--- src/hw/rtl/euclidean_odometer_accumulator_top_defines.svh ---
// assertion macros used by the top-level rtl file
`ifndef EUCLIDEAN_ODOMETER_ACCUMULATOR_TOP_DEFINES_SVH
`define EUCLIDEAN_ODOMETER_ACCUMULATOR_TOP_DEFINES_SVH

`ifndef ASSERT_OFF
`define EOA_ASSERT(lbl, prop) \
    lbl: assert property (@(posedge clk) disable iff (!rst_n) (prop)) \
        else $error("eoa assertion failed");
`define EOA_ASSERT_NEXT(lbl, ante, cons) \
    lbl: assert property (@(posedge clk) disable iff (!rst_n) (ante) |=> (cons)) \
        else $error("eoa assertion failed");
`else
`define EOA_ASSERT(lbl, prop)
`define EOA_ASSERT_NEXT(lbl, ante, cons)
`endif

`endif

--- src/hw/rtl/eoa_pkg.sv ---
package eoa_pkg;

    localparam int POS_W   = 24;
    localparam int TOTAL_W = 48;
    localparam int TIME_W  = 32;
    localparam int STEP_W  = 25;

    localparam int SQ_W    = 2 * POS_W;
    localparam int RAD_W   = SQ_W + 1;
    localparam int STEPS   = (RAD_W + 1) / 2;
    localparam int ROOT_W  = STEPS;
    localparam int PAD_W   = 2 * STEPS;
    localparam int REM_W   = ROOT_W + 2;
    localparam int CNT_W   = $clog2(STEPS + 1);
    localparam int ACC_W   = ((TOTAL_W > ROOT_W) ? TOTAL_W : ROOT_W) + 1;

    localparam logic [TIME_W-1:0] STALE_LIMIT_RESET = 32'd10000;

    localparam logic [1:0] KIND_SET_X = 2'd0;
    localparam logic [1:0] KIND_SET_Y = 2'd1;
    localparam logic [1:0] KIND_TICK  = 2'd2;

    typedef struct packed {
        logic [1:0]              kind;
        logic signed [POS_W-1:0] position_value;
        logic [TIME_W-1:0]       time_ms;
    } eoa_in_t;

    typedef struct packed {
        logic [TOTAL_W-1:0] total_distance;
        logic [STEP_W-1:0]  step_distance;
        logic               published;
        logic               stale;
    } eoa_out_t;

    typedef struct packed {
        logic busy;
        logic done;
    } eoa_root_stat_t;

    typedef enum logic [6:0] {
        ST_IDLE = 7'b0000001,
        ST_SQX  = 7'b0000010,
        ST_SQY  = 7'b0000100,
        ST_SUM  = 7'b0001000,
        ST_ROOT = 7'b0010000,
        ST_ACC  = 7'b0100000,
        ST_EMIT = 7'b1000000
    } eoa_state_t;

endpackage

--- src/hw/rtl/eoa_sqrt.sv ---
module eoa_sqrt (
    input  logic                        clk,
    input  logic                        rst_n,
    input  logic                        start,
    input  logic [eoa_pkg::RAD_W-1:0]   radicand,
    output eoa_pkg::eoa_root_stat_t     stat,
    output logic [eoa_pkg::ROOT_W-1:0]  root
);

    logic [eoa_pkg::PAD_W-1:0]  rad_reg, rad_next;
    logic [eoa_pkg::REM_W-1:0]  rem_reg, rem_next;
    logic [eoa_pkg::ROOT_W-1:0] root_reg, root_next;
    logic [eoa_pkg::CNT_W-1:0]  cnt_reg, cnt_next;
    logic                       busy_reg, busy_next;
    logic                       done_reg, done_next;

    logic [eoa_pkg::REM_W-1:0]  rem_sh;
    logic [eoa_pkg::REM_W-1:0]  trial;
    logic                       ge;

    // one root bit per cycle, restoring method
    assign rem_sh = {rem_reg[eoa_pkg::REM_W-3:0], rad_reg[eoa_pkg::PAD_W-1 -: 2]};
    assign trial  = {root_reg, 2'b01};
    assign ge     = rem_sh >= trial;

    always_comb
    begin
        rad_next  = rad_reg;
        rem_next  = rem_reg;
        root_next = root_reg;
        cnt_next  = cnt_reg;
        busy_next = busy_reg;
        done_next = 1'b0;
        if (start)
        begin
            rad_next  = eoa_pkg::PAD_W'(radicand);
            rem_next  = '0;
            root_next = '0;
            cnt_next  = eoa_pkg::CNT_W'(eoa_pkg::STEPS);
            busy_next = 1'b1;
        end
        else if (busy_reg)
        begin
            rad_next  = {rad_reg[eoa_pkg::PAD_W-3:0], 2'b00};
            rem_next  = ge ? (rem_sh - trial) : rem_sh;
            root_next = {root_reg[eoa_pkg::ROOT_W-2:0], ge};
            cnt_next  = cnt_reg - 1'b1;
            if (cnt_reg == eoa_pkg::CNT_W'(1))
            begin
                busy_next = 1'b0;
                done_next = 1'b1;
            end
        end
    end

    always_ff @(posedge clk or negedge rst_n)
    begin
        if (!rst_n)
        begin
            busy_reg <= 1'b0;
            done_reg <= 1'b0;
            cnt_reg  <= '0;
        end
        else
        begin
            busy_reg <= busy_next;
            done_reg <= done_next;
            cnt_reg  <= cnt_next;
        end
    end

    always_ff @(posedge clk)
    begin
        rad_reg  <= rad_next;
        rem_reg  <= rem_next;
        root_reg <= root_next;
    end

    assign stat.busy = busy_reg;
    assign stat.done = done_reg;
    assign root      = root_reg;

endmodule

--- src/hw/rtl/euclidean_odometer_accumulator_top.sv ---
// euclidean distance odometer
// req channel (valid/ready, eoa_in_t): kind set x, set y or tick, with a
// signed position and a millisecond time; kind 3 is dropped
// rsp channel (valid/ready, eoa_out_t): one beat per tick carrying the
// saturating total, the step just added, a published flag and a stale flag
// cfg channel (valid/ready, always ready): writes stale_limit_ms
// position updates and kind 3 are taken while idle and req_ready stays
// high, so they can follow back to back
// the first tick after reset latches the position and goes to the emit
// state with a zero step; req_ready returns once its result is registered
// every later tick squares dx and dy on one shared multiplier, then runs the
// 25 one-bit steps of the square root unit, then accumulates and emits;
// req_ready likewise returns once its result is registered
// the result sits in an output register; new items are taken while it
// waits, and a finished tick holds in its last state until the rsp slot
// is free
// reset clears positions, total, times and the first-tick flag and sets
// stale_limit_ms to 10000
`include "euclidean_odometer_accumulator_top_defines.svh"

module euclidean_odometer_accumulator_top (
    input  logic                        clk,
    input  logic                        rst_n,
    input  logic                        req_valid,
    output logic                        req_ready,
    input  eoa_pkg::eoa_in_t            req_data,
    output logic                        rsp_valid,
    input  logic                        rsp_ready,
    output eoa_pkg::eoa_out_t           rsp_data,
    input  logic                        cfg_valid,
    output logic                        cfg_ready,
    input  logic [eoa_pkg::TIME_W-1:0]  cfg_data
);

    eoa_pkg::eoa_state_t state_reg, state_next;

    logic [eoa_pkg::TIME_W-1:0]  limit_reg, limit_next;
    logic [eoa_pkg::POS_W-1:0]   cur_x_reg, cur_x_next;
    logic [eoa_pkg::POS_W-1:0]   cur_y_reg, cur_y_next;
    logic [eoa_pkg::POS_W-1:0]   prev_x_reg, prev_x_next;
    logic [eoa_pkg::POS_W-1:0]   prev_y_reg, prev_y_next;
    logic                        seen_reg, seen_next;
    logic [eoa_pkg::TOTAL_W-1:0] total_reg, total_next;
    logic [eoa_pkg::TIME_W-1:0]  last_reg, last_next;

    logic [eoa_pkg::POS_W-1:0]   dx_reg, dx_next;
    logic [eoa_pkg::POS_W-1:0]   dy_reg, dy_next;
    logic [eoa_pkg::SQ_W-1:0]    sqa_reg, sqa_next;
    logic [eoa_pkg::SQ_W-1:0]    sqb_reg, sqb_next;
    logic [eoa_pkg::STEP_W-1:0]  step_reg, step_next;
    logic                        pub_reg, pub_next;
    logic                        stale_reg, stale_next;

    logic                        rsp_valid_reg, rsp_valid_next;
    eoa_pkg::eoa_out_t           rsp_data_reg, rsp_data_next;

    logic [eoa_pkg::POS_W-1:0]   ux, upx, uy, upy;
    logic [eoa_pkg::POS_W-1:0]   mul_op;
    logic [eoa_pkg::SQ_W-1:0]    prod;
    logic [eoa_pkg::RAD_W-1:0]   radicand;
    logic [eoa_pkg::ACC_W-1:0]   acc_sum;
    logic                        acc_sat;
    logic                        emit_fire;
    logic                        root_start;
    logic [eoa_pkg::ROOT_W-1:0]  root;
    eoa_pkg::eoa_root_stat_t     root_stat;

    // offset binary so signed values compare as unsigned
    assign ux  = {~cur_x_reg[eoa_pkg::POS_W-1],  cur_x_reg[eoa_pkg::POS_W-2:0]};
    assign upx = {~prev_x_reg[eoa_pkg::POS_W-1], prev_x_reg[eoa_pkg::POS_W-2:0]};
    assign uy  = {~cur_y_reg[eoa_pkg::POS_W-1],  cur_y_reg[eoa_pkg::POS_W-2:0]};
    assign upy = {~prev_y_reg[eoa_pkg::POS_W-1], prev_y_reg[eoa_pkg::POS_W-2:0]};

    // shared squaring multiplier
    assign mul_op   = (state_reg == eoa_pkg::ST_SQX) ? dx_reg : dy_reg;
    assign prod     = mul_op * mul_op;
    assign radicand = {1'b0, sqa_reg} + {1'b0, sqb_reg};

    assign acc_sum  = eoa_pkg::ACC_W'(total_reg) + eoa_pkg::ACC_W'(root);
    assign acc_sat  = acc_sum > eoa_pkg::ACC_W'({eoa_pkg::TOTAL_W{1'b1}});

    assign emit_fire = (state_reg == eoa_pkg::ST_EMIT) && (!rsp_valid_reg || rsp_ready);
    assign root_start = (state_reg == eoa_pkg::ST_SUM);

    eoa_sqrt u_sqrt (
        .clk      (clk),
        .rst_n    (rst_n),
        .start    (root_start),
        .radicand (radicand),
        .stat     (root_stat),
        .root     (root)
    );

    always_comb
    begin
        state_next     = state_reg;
        limit_next     = limit_reg;
        cur_x_next     = cur_x_reg;
        cur_y_next     = cur_y_reg;
        prev_x_next    = prev_x_reg;
        prev_y_next    = prev_y_reg;
        seen_next      = seen_reg;
        total_next     = total_reg;
        last_next      = last_reg;
        dx_next        = dx_reg;
        dy_next        = dy_reg;
        sqa_next       = sqa_reg;
        sqb_next       = sqb_reg;
        step_next      = step_reg;
        pub_next       = pub_reg;
        stale_next     = stale_reg;
        rsp_data_next  = rsp_data_reg;
        rsp_valid_next = rsp_valid_reg && !rsp_ready;

        if (cfg_valid)
        begin
            limit_next = cfg_data;
        end

        unique case (state_reg)
            eoa_pkg::ST_IDLE:
            begin
                if (req_valid)
                begin
                    case (req_data.kind)
                        eoa_pkg::KIND_SET_X:
                        begin
                            cur_x_next = req_data.position_value;
                            last_next  = req_data.time_ms;
                        end
                        eoa_pkg::KIND_SET_Y:
                        begin
                            cur_y_next = req_data.position_value;
                            last_next  = req_data.time_ms;
                        end
                        eoa_pkg::KIND_TICK:
                        begin
                            dx_next     = (ux >= upx) ? (ux - upx) : (upx - ux);
                            dy_next     = (uy >= upy) ? (uy - upy) : (upy - uy);
                            stale_next  = {1'b0, req_data.time_ms} >
                                          ({1'b0, last_reg} + {1'b0, limit_reg});
                            prev_x_next = cur_x_reg;
                            prev_y_next = cur_y_reg;
                            seen_next   = 1'b1;
                            if (seen_reg)
                            begin
                                state_next = eoa_pkg::ST_SQX;
                            end
                            else
                            begin
                                step_next  = '0;
                                pub_next   = 1'b0;
                                state_next = eoa_pkg::ST_EMIT;
                            end
                        end
                        default:
                        begin
                        end
                    endcase
                end
            end
            eoa_pkg::ST_SQX:
            begin
                sqa_next   = prod;
                state_next = eoa_pkg::ST_SQY;
            end
            eoa_pkg::ST_SQY:
            begin
                sqb_next   = prod;
                state_next = eoa_pkg::ST_SUM;
            end
            eoa_pkg::ST_SUM:
            begin
                state_next = eoa_pkg::ST_ROOT;
            end
            eoa_pkg::ST_ROOT:
            begin
                if (root_stat.done)
                begin
                    state_next = eoa_pkg::ST_ACC;
                end
            end
            eoa_pkg::ST_ACC:
            begin
                total_next = acc_sat ? {eoa_pkg::TOTAL_W{1'b1}}
                                     : acc_sum[eoa_pkg::TOTAL_W-1:0];
                step_next  = eoa_pkg::STEP_W'(root);
                pub_next   = 1'b1;
                state_next = eoa_pkg::ST_EMIT;
            end
            eoa_pkg::ST_EMIT:
            begin
                if (emit_fire)
                begin
                    rsp_data_next.total_distance = total_reg;
                    rsp_data_next.step_distance  = step_reg;
                    rsp_data_next.published      = pub_reg;
                    rsp_data_next.stale          = stale_reg;
                    rsp_valid_next               = 1'b1;
                    state_next                   = eoa_pkg::ST_IDLE;
                end
            end
            default:
            begin
                state_next = eoa_pkg::ST_IDLE;
            end
        endcase
    end

    always_ff @(posedge clk or negedge rst_n)
    begin
        if (!rst_n)
        begin
            state_reg     <= eoa_pkg::ST_IDLE;
            limit_reg     <= eoa_pkg::STALE_LIMIT_RESET;
            cur_x_reg     <= '0;
            cur_y_reg     <= '0;
            prev_x_reg    <= '0;
            prev_y_reg    <= '0;
            seen_reg      <= 1'b0;
            total_reg     <= '0;
            last_reg      <= '0;
            rsp_valid_reg <= 1'b0;
        end
        else
        begin
            state_reg     <= state_next;
            limit_reg     <= limit_next;
            cur_x_reg     <= cur_x_next;
            cur_y_reg     <= cur_y_next;
            prev_x_reg    <= prev_x_next;
            prev_y_reg    <= prev_y_next;
            seen_reg      <= seen_next;
            total_reg     <= total_next;
            last_reg      <= last_next;
            rsp_valid_reg <= rsp_valid_next;
        end
    end

    always_ff @(posedge clk)
    begin
        dx_reg       <= dx_next;
        dy_reg       <= dy_next;
        sqa_reg      <= sqa_next;
        sqb_reg      <= sqb_next;
        step_reg     <= step_next;
        pub_reg      <= pub_next;
        stale_reg    <= stale_next;
        rsp_data_reg <= rsp_data_next;
    end

    assign req_ready = (state_reg == eoa_pkg::ST_IDLE);
    assign cfg_ready = 1'b1;
    assign rsp_valid = rsp_valid_reg;
    assign rsp_data  = rsp_data_reg;

    `EOA_ASSERT(a_root_running, (state_reg != eoa_pkg::ST_ROOT) || root_stat.busy || root_stat.done)
    `EOA_ASSERT_NEXT(a_first_tick, req_valid && req_ready && (req_data.kind == eoa_pkg::KIND_TICK) && !seen_reg, state_reg == eoa_pkg::ST_EMIT)
    `EOA_ASSERT_NEXT(a_emit_loads, emit_fire, rsp_valid && (state_reg == eoa_pkg::ST_IDLE))
    `EOA_ASSERT(a_unpub_zero, !rsp_valid || rsp_data.published || (rsp_data.step_distance == '0))

endmodule
--- config.mk ---
export PLATFORM = sky130hd
export DESIGN_NAME = euclidean_odometer_accumulator_top
export DESIGN_NICKNAME = d
export VERILOG_FILES = /design/src/hw/rtl/eoa_pkg.sv /design/src/hw/rtl/eoa_sqrt.sv /design/src/hw/rtl/euclidean_odometer_accumulator_top.sv
export VERILOG_INCLUDE_DIRS = /design/src /design/src/hw/rtl
export SDC_FILE = /design/constraint.sdc
export NUM_CORES = 2
export LEC_CHECK = 0
export ABC_AREA = 1
export BUFFER_PORTS_ARGS = -buffer_cell sky130_fd_sc_hd__buf_2
export CAP_MARGIN = 30
export CORE_UTILIZATION = 51
export CTS_BUF_LIST = sky130_fd_sc_hd__clkbuf_16
export DETAILED_ROUTE_END_ITERATION = 8
export GPL_TIMING_DRIVEN = 1
export PLACE_DENSITY = 0.66
export SLEW_MARGIN = 40
export SYNTH_ARGS = -nofsm -noshare
export SYNTH_HDL_FRONTEND = slang
export SYNTH_SLANG_ARGS = --single-unit
--- constraint.sdc ---
create_clock -name clk -period 9.1 [get_ports clk]
set_clock_uncertainty 0.05 [all_clocks]
set_input_delay 0 -clock clk [delete_from_list [all_inputs] [get_ports clk]]
set_output_delay 0 -clock clk [all_outputs]
set_load 0.02 [all_outputs]
==> results by group <==
Floorplan
  – Initial Util: 0.5159
  – DIE AREA: slightly above 100000 um2
  – Die X: 320.8 um
  – Core Area: around 100000 um2
  – Die height: 320.8 um
  – Row count: 116
  – # IOs: 173

STA
  – Max Fclk: between 100 and 150 MHz
  – Fin. Hold Viols: 0
  – Final Cycle Share: 0.9249
  – Endpoints failing setup: 0
  – Final min period: roughly 8.4 ns
  – Slew margin rel.: 0.4765
  – Final slew viol count: 0
  – Worst-Margin Slew: between 0.7 and 0.8 ns
  – TNS Setup: 0 ns
  – RSZ-0062 raised after global routing: false

GRT
  – Largest net degree at the start of global routing: between 90 and 100
  – GRT Overall Usage: 0.3021
  – Global route overflow: 0
  – Number of global-route vias before repair: roughly 44000
  – First-pass GRT wire length: 242300 um
  – Initial antenna violation count: 1

Placed design
  – IO Port Bufs: approximately 170
  – Hpwl dp: 121300 um
  – Routability Congestion: 1.000

Cells and area
  – Final core occ: 0.5751
  – Synthesis-to-finish area growth: 11.47%
  – Largest register FFs: 75
  – Nets: 7531
  – Layout cells sized above 1: 0.06832

Worst setup path
  – Crit Reg-Reg Startpoint: state_reg[3]
  – Critical Path Source: state_reg[3]
  – CP Data Required Time: 9.47 ns
  – Critical path's slowest cell: fa_1
  – Crit-path max cell delay: 0.55 ns
  – Number of stages on the worst setup path: 30
  – Crit end category: flop
  – R2R depth: 30
  – Worst path bufs/invs: 11
  – WS Path Type: reg -> reg
  – Top delay family on crit path: adder cells
  – CP max FO: roughly 50
  – CP Launch Type: flop
  – Dominant cell type by count on the critical path: inv_1
  – WP data arrival: 8.79 ns

Clock network
  – CTS max path bufs: 3
  – H-tree lvl count: 3
  – Post-CTS setup buffer count: 0
  – CTS sink count: 568
  – CTS tree: yes
  – Clk_lat worst skew: 0.66 ns
  – Clock-pin slew on the worst setup and hold paths: around 0.06 ns
  – Cts bufs inserted: just under 70
  – Root Buffer: clkbuf_16

Yosys
  – Synthesized area: approximately 52000 um2
  – Top cells by area, synth: edfxtp_1 (17%), fa_1 (17%), dfrtp_1 (11%)
  – Area share of the largest cell type after synthesis: 0.1698
  – Yosys cell types: approximately 70
  – Largest family of logic cells by synthesized area: adder cells
  – Seq cells post-synth: 568
  – Number of flops mapped to enable cells by yosys: 293
  – Post-Synth Adder-Cell Area: 0.2704
  – Synth Instances: between 6000 and 7000
  – Fraction of registers with async set/reset: 0.3944
  – Mux cell area share after synthesis: 0.007340
  – XOR/XNOR share of the synthesized area: 0.03144
  – Yosys warns: 0
  – Most frequent cell after synthesis: nand2_1
  – Sequential-to-total area share from yosys stat: 0.2978
  – Syn nets: approximately 7200
  – Synth top cells by count: nand2_1 (1268), inv_1 (1169), nor2_1 (657)
  – Simple-gate share of the synthesized area: 0.1844
  – Biggest area consumer among synthesized cells: edfxtp_1
  – Synth Area in Compound Gates: 0.1085
  – Synth Flop Type: edfxtp_1
  – Mapped Avg Cell Area: about 8.3 um2

Routing
  – Met1 Wirelength: 68890 um
  – Iter 0 DRT Violations: about 3200
  – ANT nets after route: 0
  – Via/cell ratio: around 5.4
  – Via Count: roughly 43000
  – WL/cell: around 19 um
  – DR top layer: met4
  – Drt pass-1 iters: 6
  – DRC violation count after routing: 0
  – Metal2 WL: 69890 um
  – Drt total wl: 152900 um
  – Detailed-routed wire length on met3: a little under 10000 um

Run
  – Max_cap viols: 0

Hold path
  – Worst hold start: cfg_data[21]
  – Hold WC Path Type: in -> reg
  – Hold depth: 3

Run status
  – Status: finished, final reports clean
-- metrics by stage --
step	worst slack (ns)	hold slack, ns	cell area [um2]	cells
global placement	0.9445	-0.01055	54040	7712
detailed placement	0.7669	-0.005892	54060	7712
floorplan	1.182	-0.3456	51820	6275
finish	0.6832	0.07173	57760	7989
CTS	0.7646	0.0004233	57750	7987
global route	0.3227	0.06951	57760	7989
-- worst paths after layout --
kind,endpoint,slack [ns]
max in group asynchronous,prev_y_reg[23],7.88
min reg2reg,rsp_data[5],0.37
max,sqa_reg[28],0.68
min in group asynchronous,limit_reg[17],0.49
min,limit_reg[21],0.07
max reg2reg,sqa_reg[28],0.68
-- final cells by class --
class                   instances  area [um2]
repair buffers                365        2744
clock inverters                57       471.7
diodes                          1       2.502
clock buffers                  68        1702
well taps                    1357        1698
fillers                      9304       42670
inverters                    1192        4474
flip-flops and latches        568       15430
multi-input cells            4381       31240
-- cell usage in the layout (no fill, tap or decap), drive strengths merged, types with 215 or more instances in the layout --
cell and instances:
fa 433, dfrtp 218, a21oi 346, nand2 1272
inv 1210, ha 427, buf 215, nor2 668
o21ai 367, edfxtp 293
-- worst reg2reg max path: cells and delay by family, from the launching register on --
family,cells,cell delay (ns)
AO/OA/AOI/OAI,2,0.68
XOR/XNOR,1,0.33
adder cells (fa/ha/maj),8,4.05
buffers and inverters,11,1.18
flip-flops,1,0.46
AND/OR/NAND/NOR,8,1.40
-- layer usage --
layer | GRT usage | vias to the layer above
met4 | 0.08262 | 0
li1 | - | 20590
met1 | 0.4250 | 21030
met5 | 0 | -
met2 | 0.4877 | 1433
met3 | 0.04224 | 276
-- what timing repair did --
action | 4_1_cts | 5_1_grt
gates resized for setup | 0 | 0
endpoints found under the hold margin | 311 | 8
hold buffers | 150 | 1
-- cell families after synthesis --
| kind of cell | count (synthesis) |
|---|---|
| adders and majority gates | 860 |
| and+or+nand+nor | 2330 |
| buffers and inverters | 1326 |
| xor gates and xnor gates | 186 |
| muxes | 34 |
| DFF | 568 |
| other | 1 |
| AOI/OAI and AO/OA | 970 |
Power is left out: the tool's default activity adds up to more than one toggle a clock period on the data nets, which glitch-free logic cannot reach.
